File: src/hw/rtl/ntc_pkg.sv
package ntc_pkg;

  typedef enum logic [2:0] {
    TY_I32 = 3'd0,
    TY_I64 = 3'd1,
    TY_U32 = 3'd2,
    TY_U64 = 3'd3,
    TY_F32 = 3'd4,
    TY_F64 = 3'd5
  } ntype_t;

  localparam logic [1:0] REG_SRC_TYPE = 2'd0;
  localparam logic [1:0] REG_TGT_TYPE = 2'd1;
  localparam logic [1:0] REG_SRC_BE   = 2'd2;
  localparam logic [1:0] REG_TGT_BE   = 2'd3;

  typedef enum logic [1:0] {
    CLS_ZERO = 2'd0,
    CLS_FIN  = 2'd1,
    CLS_INF  = 2'd2,
    CLS_NAN  = 2'd3
  } ncls_t;

  typedef struct packed {
    logic [63:0] source_value;
    logic        final_element;
  } in_word_t;

  typedef struct packed {
    logic [63:0] converted_value;
    logic        final_out;
  } out_word_t;

  // classified element handed from front to back
  typedef struct packed {
    logic        pass;     // same source and target type
    logic        zero_out; // bad type code
    logic        is_int;
    ncls_t       cls;
    logic        neg;
    logic [63:0] mant;     // also raw bits / integer value
    logic [12:0] exp;      // signed
    logic [51:0] payload;  // top-aligned nan payload
    logic [2:0]  tt;
    logic        tbe;
    logic        fin;
  } cls_word_t;

  // between the two convert stages: aligned value before rounding / saturation
  typedef struct packed {
    logic               done;     // val already final, only width and order left
    logic               to_flt;
    logic               neg;
    logic               sg;
    logic               ovf;
    logic               rnd;
    logic [63:0]        val;
    logic signed [13:0] q;
    logic [2:0]         tt;
    logic               tbe;
    logic               zero_out;
    logic               fin;
  } mid_word_t;

  function automatic logic is_wide(input logic [2:0] t);
    return (t == TY_I64) || (t == TY_U64) || (t == TY_F64);
  endfunction

  function automatic logic [63:0] bswap(input logic [63:0] v, input logic w);
    logic [63:0] r;
    r = '0;
    if (w) begin
      for (int i = 0; i < 8; i++) r[8*i +: 8] = v[8*(7-i) +: 8];
    end else begin
      for (int i = 0; i < 4; i++) r[8*i +: 8] = v[8*(3-i) +: 8];
    end
    return r;
  endfunction

endpackage

File: src/hw/rtl/ntc_front.sv
module ntc_front (
  input  logic                clk,
  input  logic                rst_n,
  input  logic                cfg_we,
  input  logic [1:0]          cfg_index,
  input  logic [2:0]          cfg_data,
  input  ntc_pkg::in_word_t   word_i,
  output ntc_pkg::cls_word_t  cls_o
);
  import ntc_pkg::*;

  logic [2:0] st_r, tt_r;
  logic       sbe_r, tbe_r;

  always_ff @(posedge clk) begin
    if (!rst_n) begin
      st_r <= '0; tt_r <= '0; sbe_r <= 1'b0; tbe_r <= 1'b0;
    end else if (cfg_we) begin
      case (cfg_index)
        REG_SRC_TYPE: st_r <= cfg_data;
        REG_TGT_TYPE: tt_r <= cfg_data;
        REG_SRC_BE:   sbe_r <= cfg_data[0];
        REG_TGT_BE:   tbe_r <= cfg_data[0];
        default: ;
      endcase
    end
  end

  logic [63:0] raw;
  logic        w;

  always_comb begin
    w = is_wide(st_r);
    raw = w ? word_i.source_value : {32'd0, word_i.source_value[31:0]};
    if (sbe_r) raw = bswap(raw, w);
    cls_o = '0;
    cls_o.tt = tt_r;
    cls_o.tbe = tbe_r;
    cls_o.fin = word_i.final_element;
    cls_o.zero_out = (st_r > TY_F64) || (tt_r > TY_F64);
    cls_o.pass = (st_r == tt_r);
    cls_o.mant = raw;
    case (st_r)
      TY_I32, TY_I64, TY_U32, TY_U64: begin
        if (st_r == TY_I32) raw = {{32{raw[31]}}, raw[31:0]};
        cls_o.is_int = 1'b1;
        cls_o.neg = (st_r == TY_I32 || st_r == TY_I64) && raw[63];
        cls_o.mant = cls_o.neg ? (64'd0 - raw) : raw;
        cls_o.cls = (cls_o.mant != 0) ? CLS_FIN : CLS_ZERO;
        // integer targets use the extended value directly
        if (tt_r <= TY_U64) cls_o.mant = raw;
        cls_o.exp = '0;
      end
      TY_F32: begin
        cls_o.neg = raw[31];
        cls_o.mant = {41'd0, raw[22:0]};
        if (raw[30:23] == 8'hff) begin
          cls_o.cls = (raw[22:0] != 0) ? CLS_NAN : CLS_INF;
          cls_o.payload = {raw[22:0], 29'd0};
        end else if (raw[30:23] == 8'd0) begin
          cls_o.cls = (raw[22:0] != 0) ? CLS_FIN : CLS_ZERO;
          cls_o.exp = -13'sd149;
        end else begin
          cls_o.cls = CLS_FIN;
          cls_o.mant[23] = 1'b1;
          cls_o.exp = {5'd0, raw[30:23]} - 13'd150;
        end
      end
      TY_F64: begin
        cls_o.neg = raw[63];
        cls_o.mant = {12'd0, raw[51:0]};
        if (raw[62:52] == 11'h7ff) begin
          cls_o.cls = (raw[51:0] != 0) ? CLS_NAN : CLS_INF;
          cls_o.payload = raw[51:0];
        end else if (raw[62:52] == 11'd0) begin
          cls_o.cls = (raw[51:0] != 0) ? CLS_FIN : CLS_ZERO;
          cls_o.exp = -13'sd1074;
        end else begin
          cls_o.cls = CLS_FIN;
          cls_o.mant[52] = 1'b1;
          cls_o.exp = {2'd0, raw[62:52]} - 13'd1075;
        end
      end
      default: ;
    endcase
    // same type: the raw bits go through untouched
    if (cls_o.pass) cls_o.mant = raw;
  end

endmodule

File: src/hw/rtl/ntc_fifo.sv
module ntc_fifo (
  input  logic               clk,
  input  logic               rst_n,
  input  logic               push,
  input  ntc_pkg::cls_word_t push_data,
  output logic               full,
  input  logic               pop,
  output ntc_pkg::cls_word_t pop_data,
  output logic               empty
);
  import ntc_pkg::*;

  cls_word_t  mem_r [2];
  logic       wp_r, rp_r;
  logic [1:0] cnt_r;

  assign full = (cnt_r == 2'd2);
  assign empty = (cnt_r == 2'd0);
  assign pop_data = mem_r[rp_r];

  always_ff @(posedge clk) begin
    if (push) mem_r[wp_r] <= push_data;
  end

  always_ff @(posedge clk) begin
    if (!rst_n) begin
      wp_r <= 1'b0; rp_r <= 1'b0; cnt_r <= '0;
    end else begin
      if (push) wp_r <= ~wp_r;
      if (pop) rp_r <= ~rp_r;
      cnt_r <= cnt_r + {1'b0, push} - {1'b0, pop};
    end
  end

endmodule

File: src/hw/rtl/ntc_back.sv
module ntc_back (
  input  logic               clk,
  input  logic               rst_n,
  input  logic               in_valid,
  output logic               in_take,
  input  ntc_pkg::cls_word_t cls_i,
  output logic               out_valid,
  input  logic               out_stall,
  output ntc_pkg::out_word_t word_o
);
  import ntc_pkg::*;

  // first half: settle specials and pass-through, align the mantissa, flag overflow, decide the rounding bit
  function automatic mid_word_t stage_a(input cls_word_t n);
    mid_word_t          o;
    logic               dbl, sg;
    logic [5:0]         fb;
    logic signed [13:0] bias, maxe, emin, etop, shf;
    logic [63:0]        sw, infw, rem, hlf;
    logic [6:0]         m, sh;
    o = '0;
    o.tt = n.tt;
    o.tbe = n.tbe;
    o.zero_out = n.zero_out;
    o.fin = n.fin;
    o.neg = n.neg;
    dbl = (n.tt != TY_F32);
    sg = (n.tt == TY_I32) || (n.tt == TY_I64);
    o.sg = sg;
    fb = dbl ? 6'd52 : 6'd23;
    bias = dbl ? 14'sd1023 : 14'sd127;
    maxe = dbl ? 14'sd2047 : 14'sd255;
    emin = 14'sd1 - bias;
    sw = n.neg ? (64'd1 << (fb + (dbl ? 6'd11 : 6'd8))) : '0;
    infw = sw | (64'(maxe) << fb);
    m = '0;
    sh = '0;
    etop = '0;
    shf = '0;
    rem = '0;
    hlf = '0;
    if (n.zero_out) begin
      o.done = 1'b1;
    end else if (n.pass) begin
      o.done = 1'b1;
      o.val = n.mant;
    end else if (n.tt <= TY_U64) begin
      if (n.is_int) begin
        o.done = 1'b1;
        o.val = n.mant;
      end else if (n.cls == CLS_NAN || n.cls == CLS_ZERO) begin
        o.done = 1'b1;
      end else if (n.cls == CLS_INF) begin
        o.ovf = 1'b1;
      end else if (!n.exp[12]) begin
        if (n.exp >= 13'd64) o.ovf = 1'b1;
        else begin
          sh = n.exp[6:0];
          if (sh != 0 && ((n.mant >> (7'd64 - sh)) != 0)) o.ovf = 1'b1;
          else o.val = n.mant << sh;
        end
      end else if ($signed(n.exp) > -13'sd64) begin
        sh = 7'(-n.exp);
        o.val = n.mant >> sh;
      end
    end else begin
      o.to_flt = 1'b1;
      if (n.cls == CLS_ZERO) begin
        o.done = 1'b1;
        o.val = sw;
      end else if (n.cls == CLS_INF) begin
        o.done = 1'b1;
        o.val = infw;
      end else if (n.cls == CLS_NAN) begin
        o.done = 1'b1;
        o.val = infw | (64'd1 << (fb - 6'd1)) |
                (dbl ? {12'd0, n.payload} : {41'd0, n.payload[51:29]});
      end else begin
        for (int i = 0; i < 64; i++) if (n.mant[i]) m = 7'(i);
        etop = 14'(m) + 14'($signed(n.exp));
        o.q = ((etop > emin) ? etop : emin) - 14'(fb);
        shf = o.q - 14'($signed(n.exp));
        if (shf <= 0) o.val = n.mant << 7'(-shf);
        else if (shf > 14'sd64) o.val = '0;
        else if (shf == 14'sd64)
          o.val = (n.mant > 64'h8000_0000_0000_0000) ? 64'd1 : 64'd0;
        else begin
          rem = n.mant & ((64'd1 << shf[5:0]) - 64'd1);
          hlf = 64'd1 << (shf[5:0] - 6'd1);
          o.val = n.mant >> shf[5:0];
          o.rnd = (rem > hlf) || (rem == hlf && o.val[0]);
        end
      end
    end
    return o;
  endfunction

  // second half: round and pack, or saturate, then width and byte order
  function automatic logic [63:0] stage_b(input mid_word_t p);
    logic               tw, dbl;
    logic [5:0]         fb;
    logic signed [13:0] bias, maxe, q, biased;
    logic [63:0]        wmask, half, lim, mag, sw, infw, r, fmask, res;
    tw = is_wide(p.tt);
    dbl = (p.tt != TY_F32);
    fb = dbl ? 6'd52 : 6'd23;
    bias = dbl ? 14'sd1023 : 14'sd127;
    maxe = dbl ? 14'sd2047 : 14'sd255;
    fmask = (64'd1 << fb) - 64'd1;
    sw = p.neg ? (64'd1 << (fb + (dbl ? 6'd11 : 6'd8))) : '0;
    infw = sw | (64'(maxe) << fb);
    wmask = tw ? '1 : 64'h0000_0000_ffff_ffff;
    half = tw ? 64'h8000_0000_0000_0000 : 64'h0000_0000_8000_0000;
    lim = p.sg ? half - 64'd1 : wmask;
    q = p.q;
    biased = '0;
    r = p.val + {63'd0, p.rnd};
    mag = p.val;
    if (p.done) res = p.val;
    else if (p.to_flt) begin
      if ((r >> (fb + 6'd1)) != 0) begin
        r = r >> 1; q = q + 14'sd1;
      end
      if ((r >> fb) != 0) begin
        biased = q + 14'(fb) + bias;
        res = (biased >= maxe) ? infw : (sw | (64'(biased) << fb) | (r & fmask));
      end else res = sw | r;
    end else if (p.neg) begin
      if (!p.sg) res = '0;
      else begin
        if (p.ovf || mag > half) mag = half;
        res = (64'd0 - mag) & wmask;
      end
    end else begin
      if (p.ovf || mag > lim) mag = lim;
      res = mag & wmask;
    end
    if (!tw) res = {32'd0, res[31:0]};
    if (p.tbe && !p.zero_out) res = bswap(res, tw);
    return res;
  endfunction

  mid_word_t mid_r;
  logic      mid_v_r, ov_r;
  out_word_t od_r;
  logic      adv_out, adv_mid;

  assign adv_out = !ov_r || !out_stall;
  assign adv_mid = !mid_v_r || adv_out;
  assign in_take = in_valid && adv_mid;

  always_ff @(posedge clk) begin
    if (!rst_n) begin
      mid_v_r <= 1'b0; ov_r <= 1'b0;
    end else begin
      if (adv_mid) mid_v_r <= in_valid;
      if (adv_out) ov_r <= mid_v_r;
    end
  end

  always_ff @(posedge clk) begin
    if (in_take) mid_r <= stage_a(cls_i);
    if (adv_out && mid_v_r) begin
      od_r.converted_value <= stage_b(mid_r);
      od_r.final_out <= mid_r.fin;
    end
  end

  assign out_valid = ov_r;
  assign word_o = od_r;

endmodule

File: src/hw/rtl/numeric_type_converter.sv
// Takes one word per cycle in steady state while out_stall is low; a result
// leaves the output register after the queue write and then the two convert
// stages, aligning and then rounding or saturating. The front
// classifies the word combinationally into a two-entry queue; behind it the
// convert pipeline holds two more words. When out_stall is held, up to four
// words are taken before in_stall rises, which happens only with the queue
// full. Configuration writes must be done while no words are in flight.
module numeric_type_converter (
  input  logic               clk,
  input  logic               rst_n,
  input  logic               in_valid,
  output logic               in_stall,
  input  ntc_pkg::in_word_t  in_data,
  output logic               out_valid,
  input  logic               out_stall,
  output ntc_pkg::out_word_t out_data,
  input  logic               cfg_we,
  input  logic [1:0]         cfg_index,
  input  logic [2:0]         cfg_data
);
  import ntc_pkg::*;

  cls_word_t cls_w, q_w;
  logic      full, empty, push, pop;

  ntc_front u_front (
    .clk(clk), .rst_n(rst_n), .cfg_we(cfg_we), .cfg_index(cfg_index),
    .cfg_data(cfg_data), .word_i(in_data), .cls_o(cls_w)
  );

  assign in_stall = full;
  assign push = in_valid && !full;

  ntc_fifo u_fifo (
    .clk(clk), .rst_n(rst_n), .push(push), .push_data(cls_w), .full(full),
    .pop(pop), .pop_data(q_w), .empty(empty)
  );

  ntc_back u_back (
    .clk(clk), .rst_n(rst_n), .in_valid(!empty), .in_take(pop), .cls_i(q_w),
    .out_valid(out_valid), .out_stall(out_stall), .word_o(out_data)
  );

endmodule

File: config.mk
export PLATFORM = sky130hd
export DESIGN_NAME = numeric_type_converter
export DESIGN_NICKNAME = d
export VERILOG_FILES = /design/src/hw/rtl/ntc_pkg.sv /design/src/hw/rtl/ntc_front.sv /design/src/hw/rtl/ntc_fifo.sv /design/src/hw/rtl/ntc_back.sv /design/src/hw/rtl/numeric_type_converter.sv
export SDC_FILE = /design/constraint.sdc
export NUM_CORES = 2
export LEC_CHECK = 0
export BUFFER_PORTS_ARGS = -buffer_cell sky130_fd_sc_hd__buf_4
export CAP_MARGIN = 30
export CORE_ASPECT_RATIO = 0.6
export CORE_UTILIZATION = 30
export CTS_CLUSTER_DIAMETER = 150
export DETAILED_ROUTE_END_ITERATION = 16
export PLACE_DENSITY = 0.53
export SLEW_MARGIN = 25
export SYNTH_ARGS = -nofsm -noshare
export SYNTH_HDL_FRONTEND = slang
export SYNTH_SLANG_ARGS = --single-unit
File: constraint.sdc
create_clock -name clk -period 42.5 [get_ports clk]
set_input_delay 8.5 -clock clk [delete_from_list [all_inputs] [get_ports clk]]
set_output_delay 8.5 -clock clk [all_outputs]
set_load 0.05 [all_outputs]
# After elaboration in Yosys (flattened, before gate mapping)
# Memories as Yosys holds them, arrays and structs flattened. A register that Yosys moved wholly into a read port is not among the register bits.
# Cells that the tools add are included.
word_totals:
  out_inout_bits: 67
  input_bits: 75
  wordCells: 341
  ramBits: 280
  mem_count: 1
  register_bits: 169
classes:
  shifts: 16
  n_bitwise: 14
  n_reduce_logical: 49
  n_eq_ne: 22
  mux: 177
  n_lt_le_gt_ge: 14
  addsub: 25
mem_list:
  columns: ["name", "depth", "word_bits", "read_ports", "rd_ports_with_merged_regs", "write_ports", "line", "text"]
  rows:
  - ["u_fifo.mem_r", 2, 140, 1, 1, 1, "ntc_fifo.sv:13", "cls_word_t mem_r [2];"]
op_table:
  columns: ["cell", "count"]
  rows:
  - ["2-to-1 mux 64 bit", 51]
  - ["OR 64 bit", 7]
  - ["<< shifter 1 x 6 -> 64 bit, first input constant", 6]
  - ["bitwise AND 64 bit", 4]
  - ["nonzero test 64 bit", 4]
  - ["one-hot mux 80 bit (3 select lines)", 1]
  - ["2-to-1 mux 6 bit", 34]
  - ["> comparator 64 bit", 3]
  - ["<< shifter 64 x 6 -> 64 bit", 3]
  - [">> shifter 64 x 6 -> 64 bit", 3]
  - ["subtractor 64 x 1 -> 64 bit, second input constant", 3]
  - ["2-to-1 mux 52 bit", 3]
  - ["2-to-1 mux 32 bit", 4]
  - ["<< shifter 64 x 7 -> 64 bit", 2]
  - [">> shifter 64 x 7 -> 64 bit", 2]
  - ["subtractor 1 x 64 -> 64 bit, first input constant", 2]
  - ["one-hot mux 52 bit (2 select lines)", 1]
  - ["2-to-1 mux 5 bit", 16]
  - ["2-to-1 mux 14 bit", 5]
  - ["adder 64 x 1 -> 64 bit", 1]
  - ["equality test 64 bit", 1]
  - ["> comparator 64 bit, second input constant", 1]
  - ["2-to-1 mux 13 bit", 4]
  - ["nonzero test 52 bit", 1]
  - ["other kinds (57)", 155]

# Logic depth before layout (Yosys ltp)
depth:
  depth_word: 84
  depth_mapped: 80

# Cells and area by module
# From an unflattened synthesis, not the netlist that was laid out.
hier_totals:
  cells_unflattened: 7303
  area_unflattened_um2: 58110.7
by_module_without_submodules:
  columns: ["module", "cells_per_inst", "area_each_um2", "instances"]
  rows:
  - ["ntc_back", 5694, 40363.7, 1]
  - ["ntc_fifo", 457, 10744.1, 1]
  - ["ntc_front", 1150, 6985.4, 1]
  - ["numeric_type_converter", 2, 17.5, 1]

# Worst setup path before layout
# Ideal clock, no wire load.
synth_timing:
  kind: "reg2reg"
  start: "register (tool-made name)"
  end: "register u_back.mid_r[84] in the netlist's numbering (data pin)"
  path_buffers: 13
  arrival_ps: 15031
  period_less_slack_ps: 15238
  stages_incl_launch_ff: 72
  setup_slack_ps: 27262
  required_ps: 42293
  path_cell_list: "dfxtp_1 > buf_4 > buf_6 > buf_2 > buf_2 > clkbuf_1 > mux2_2 > a311oi_1 > o311ai_0 > a31oi_1 > o211ai_1 > a311oi_1 > o311ai_0 > a31oi_1 > o311ai_0 > a311oi_1 > o311ai_0 > a31oi_1 > [36 not listed] > o311a_1 > or4_1 > clkbuf_1 > o21bai_1 > a21oi_1 > a21boi_1 > o21ai_0 > o21ai_0 > a221oi_1 > ha_1 > nand4_1 > nor2_1 > nand4_1 > nor4_1 > a211oi_1 > o211ai_1 > nor2_1 > a2111oi_0"
synth_rtl:
  columns: ["item", "line", "text"]
  rows:
  - ["end signal, assigned", "ntc_back.sv:162", "if (in_take) mid_r <= stage_a(cls_i);"]
  - ["end, declared", "ntc_back.sv:143", "mid_word_t mid_r;"]

==> run summary <==
status: finished, final reports clean
R2R Path End: u_back.mid_r[84]
Max-slew headroom: 16.1%
CTS H-tree lvls: 2
post-CTS sizing: 0
Fillers: 19.4k
vias: 65.4k
CTS root buf: clkbuf_16
slowest stage delay, CP: 0.92 ns
fin. max-slew vios: 0
max cap viols: 0
maximum number of pins on one net before global-route repair: 128
min setup slack post-route: 23.72 ns
die area: 186,000 um2
Clock Latency Late Sink: 0.70 ns
fin crit share: 44.2%
GRT Util Overall: 40.8%
Total Wirelength: 394,000 um
row cnt: 121
EDFF count, synth: 431
worst hold stages: 0
Yosys cell types: 120
Syn Std Cell Area: 55,400 um2
Setup violations, final: 0
Least-Margin Pin Slew: 1.25 ns
cells after synthesis: 7,198
post-CTS setup buffers: 0
share of async-settable or async-resettable flops after synthesis: 0%
Synthesis Warnings: 0
Setup WS pre-CTS: 24.43 ns
sequential element share of the synthesized area: 23.9%
crit path DAT: 19.25 ns
CP dominant cell by count: a21oi_1
CP max FO: 39
nets@finish: 7,377
HPWL Detailed: 315,000 um
final instance area: 62,300 um2
CP max stage cell: mux2i_4
fmax: 53.2 MHz
Vias/cell: 6.77
first-pass GRT wire length: 521,000 um
CTS buffer count: 51
skew final: 0.0564 ns
Worst Path Buf+Inv: 6
crit start category: register
Yosys reg bits: 446
Worst EP required: 42.97 ns
TritonRoute pass-1 iters: 9
Clock Sink Count: 446
CTS Hold Bufs: 0
clock-pin transition on the worst setup and hold timing paths: 0.08 ns
share of cells above drive strength 1: 15.4%
Routed Antenna Nets: 0
1st-iter DRT viols: 12.7k
CTS tree: yes
R2R depth: 56
initial antenna violation count: 56
fin crit period: 18.78 ns
grt ovf: 0
Synth-to-Final Area Change: 12.6%
routability congestion estimate: 1.10
CORE AREA: 182,000 um2
Critical Path End Type: register
predominant post-synthesis flop cell: edfxtp_1
DR DRC count: 0
RSZ-0062 raised after global routing: false
CP delay by family, top: compound AO/OA/AOI/OAI gates
IO Pins: 142
count of buffers from port buffering: 141
wire per inst: 40.8 um
DP Area: 60,200 um2
die height: 335 um
setup slack, reg-to-reg: 23.72 ns
vias in the first global route: 57.2k
Worst Hold Endpoint: u_back.word_o[0]
final setup TNS: 0 ns
hold crit path type: reg2reg
Hold Crit Start: u_back.mid_r[0]
final hold violation count: 0
WS Path Type: reg2reg
Longest Clk Path Bufs: 3
synthesized area per cell: 7.69 um2
Mapped Nets: 7,443
Die W: 557 um
Initial Utilization: 30.4%
-- layer usage --
layer,vias to the layer above,track usage (%),share of wire [%]
li1,26900,-,-
met1,32900,61.8,46
met2,5114,45.5,33
met3,497,25.9,19
met4,44,7.77,2.3
met5,-,0.801,0.26
-- placed cells by master, fill, tap and decap left out, drive strengths merged, types with 86 or more instances in the layout --
cell type | synthesis | final
mux2 | 130 | 130
o21ai | 653 | 653
nor3 | 153 | 153
mux2i | 420 | 420
nand3 | 203 | 203
o211ai | 97 | 97
ha | 166 | 166
edfxtp | 431 | 431
a31oi | 94 | 94
xnor2 | 157 | 157
inv | 86 | 95
nand2 | 950 | 950
o22ai | 127 | 127
nor2 | 906 | 906
nand4 | 95 | 95
a211oi | 86 | 86
buf | 156 | 502
mux4 | 134 | 134
a21oi | 579 | 579
-- per-stage QoR --
| stage | hold slack [ns] | cells | utilization [%] |
|---|---|---|---|
| after floorplan | 0.400 | 7198 | - |
| after global placement | 0.407 | 9486 | 32.9 |
| after detailed placement | 0.420 | 9512 | 33.0 |
| after CTS | 0.419 | 9607 | 34.0 |
| after global routing | 0.433 | 9634 | 34.2 |
| final | 0.419 | 9654 | 34.2 |
-- cell families (layout without fill, tap and decap cells) --
kind of cell | count (synthesis) | count (layout) | share of synthesized area [%]
DFF | 446 | 446 | 23.9
buffers and inverters | 727 | 703 | 5.28
AOI/OAI and AO/OA | 2210 | 2210 | 25.2
xor gates and xnor gates | 221 | 221 | 3.60
and+or+nand+nor | 2739 | 2739 | 22.4
adders and majority gates | 171 | 171 | 3.92
muxes | 684 | 684 | 15.7
other | 0 | 20 | 0
-- worst max-delay path by stage --
stage / from / slack, ns / to / cells past startpoint
finish: register / 23.72 / u_back.mid_r[84] / 56
global route: register / 22.83 / u_back.mid_r[84] / 59
CTS: register / 24.34 / u_back.mid_r[84] / 56
detailed placement: register / 24.43 / u_back.mid_r[84] / 56
global placement: register / 24.64 / u_back.mid_r[84] / 56
floorplan: register / 27.26 / u_back.mid_r[84] / 71
-- layout make-up --
class                   instances  area (um2)  area share, %
diodes                         20        50.0         0.0803
clock buffers                  59        1340           2.14
repair buffers                514        3910           6.27
inverters                      94         353          0.566
clock inverters                36         433          0.694
flip-flops and latches        446       13300           21.3
multi-input cells            6025       39900           64.0
well taps                    2460        3080           4.94
-- state kept, by name (all words and copies together) (netlist names), named ones only --
register          cells
u_back.mid_r         90
u_back.mid_v_r        1
u_back.out_valid      1
u_back.word_o        65
u_fifo.cnt_r          2
u_fifo.mem_r        276
u_fifo.rp_r           1
u_fifo.wp_r           1
u_front.sbe_r         1
u_front.st_r          3
u_front.tbe_r         1
u_front.tt_r          3
-- Yosys cell counts, types with 127 or more instances --
library cell  number  share of area [%]
a21oi_1          575                5.2
mux4_2           134                5.5
ha_1             166                3.8
nor2_1           905                6.1
o21ai_0          621                5.6
nand2_1          949                6.4
nand3_1          202                1.8
nor3_1           149                1.3
clkbuf_1         476                3.2
mux2i_1          416                7.5
xnor2_1          153                2.4
mux2_2           129                2.6
o22ai_1          127                1.4
edfxtp_1         431                 23
-- worst register-to-register path: cells and delay by family, from the launching register on --
family                     cells  cell delay [ns]
muxes                          2             1.09
buffers and inverters          6             2.27
xor gates and xnor gates       2             1.12
adders and majority gates      8             3.01
DFF                            1             0.71
AOI/OAI and AO/OA             21             5.95
and+or+nand+nor               17             4.43
Power is left out: the tool's default activity adds up to more than one toggle a clock period on the data nets, which glitch-free logic cannot reach.
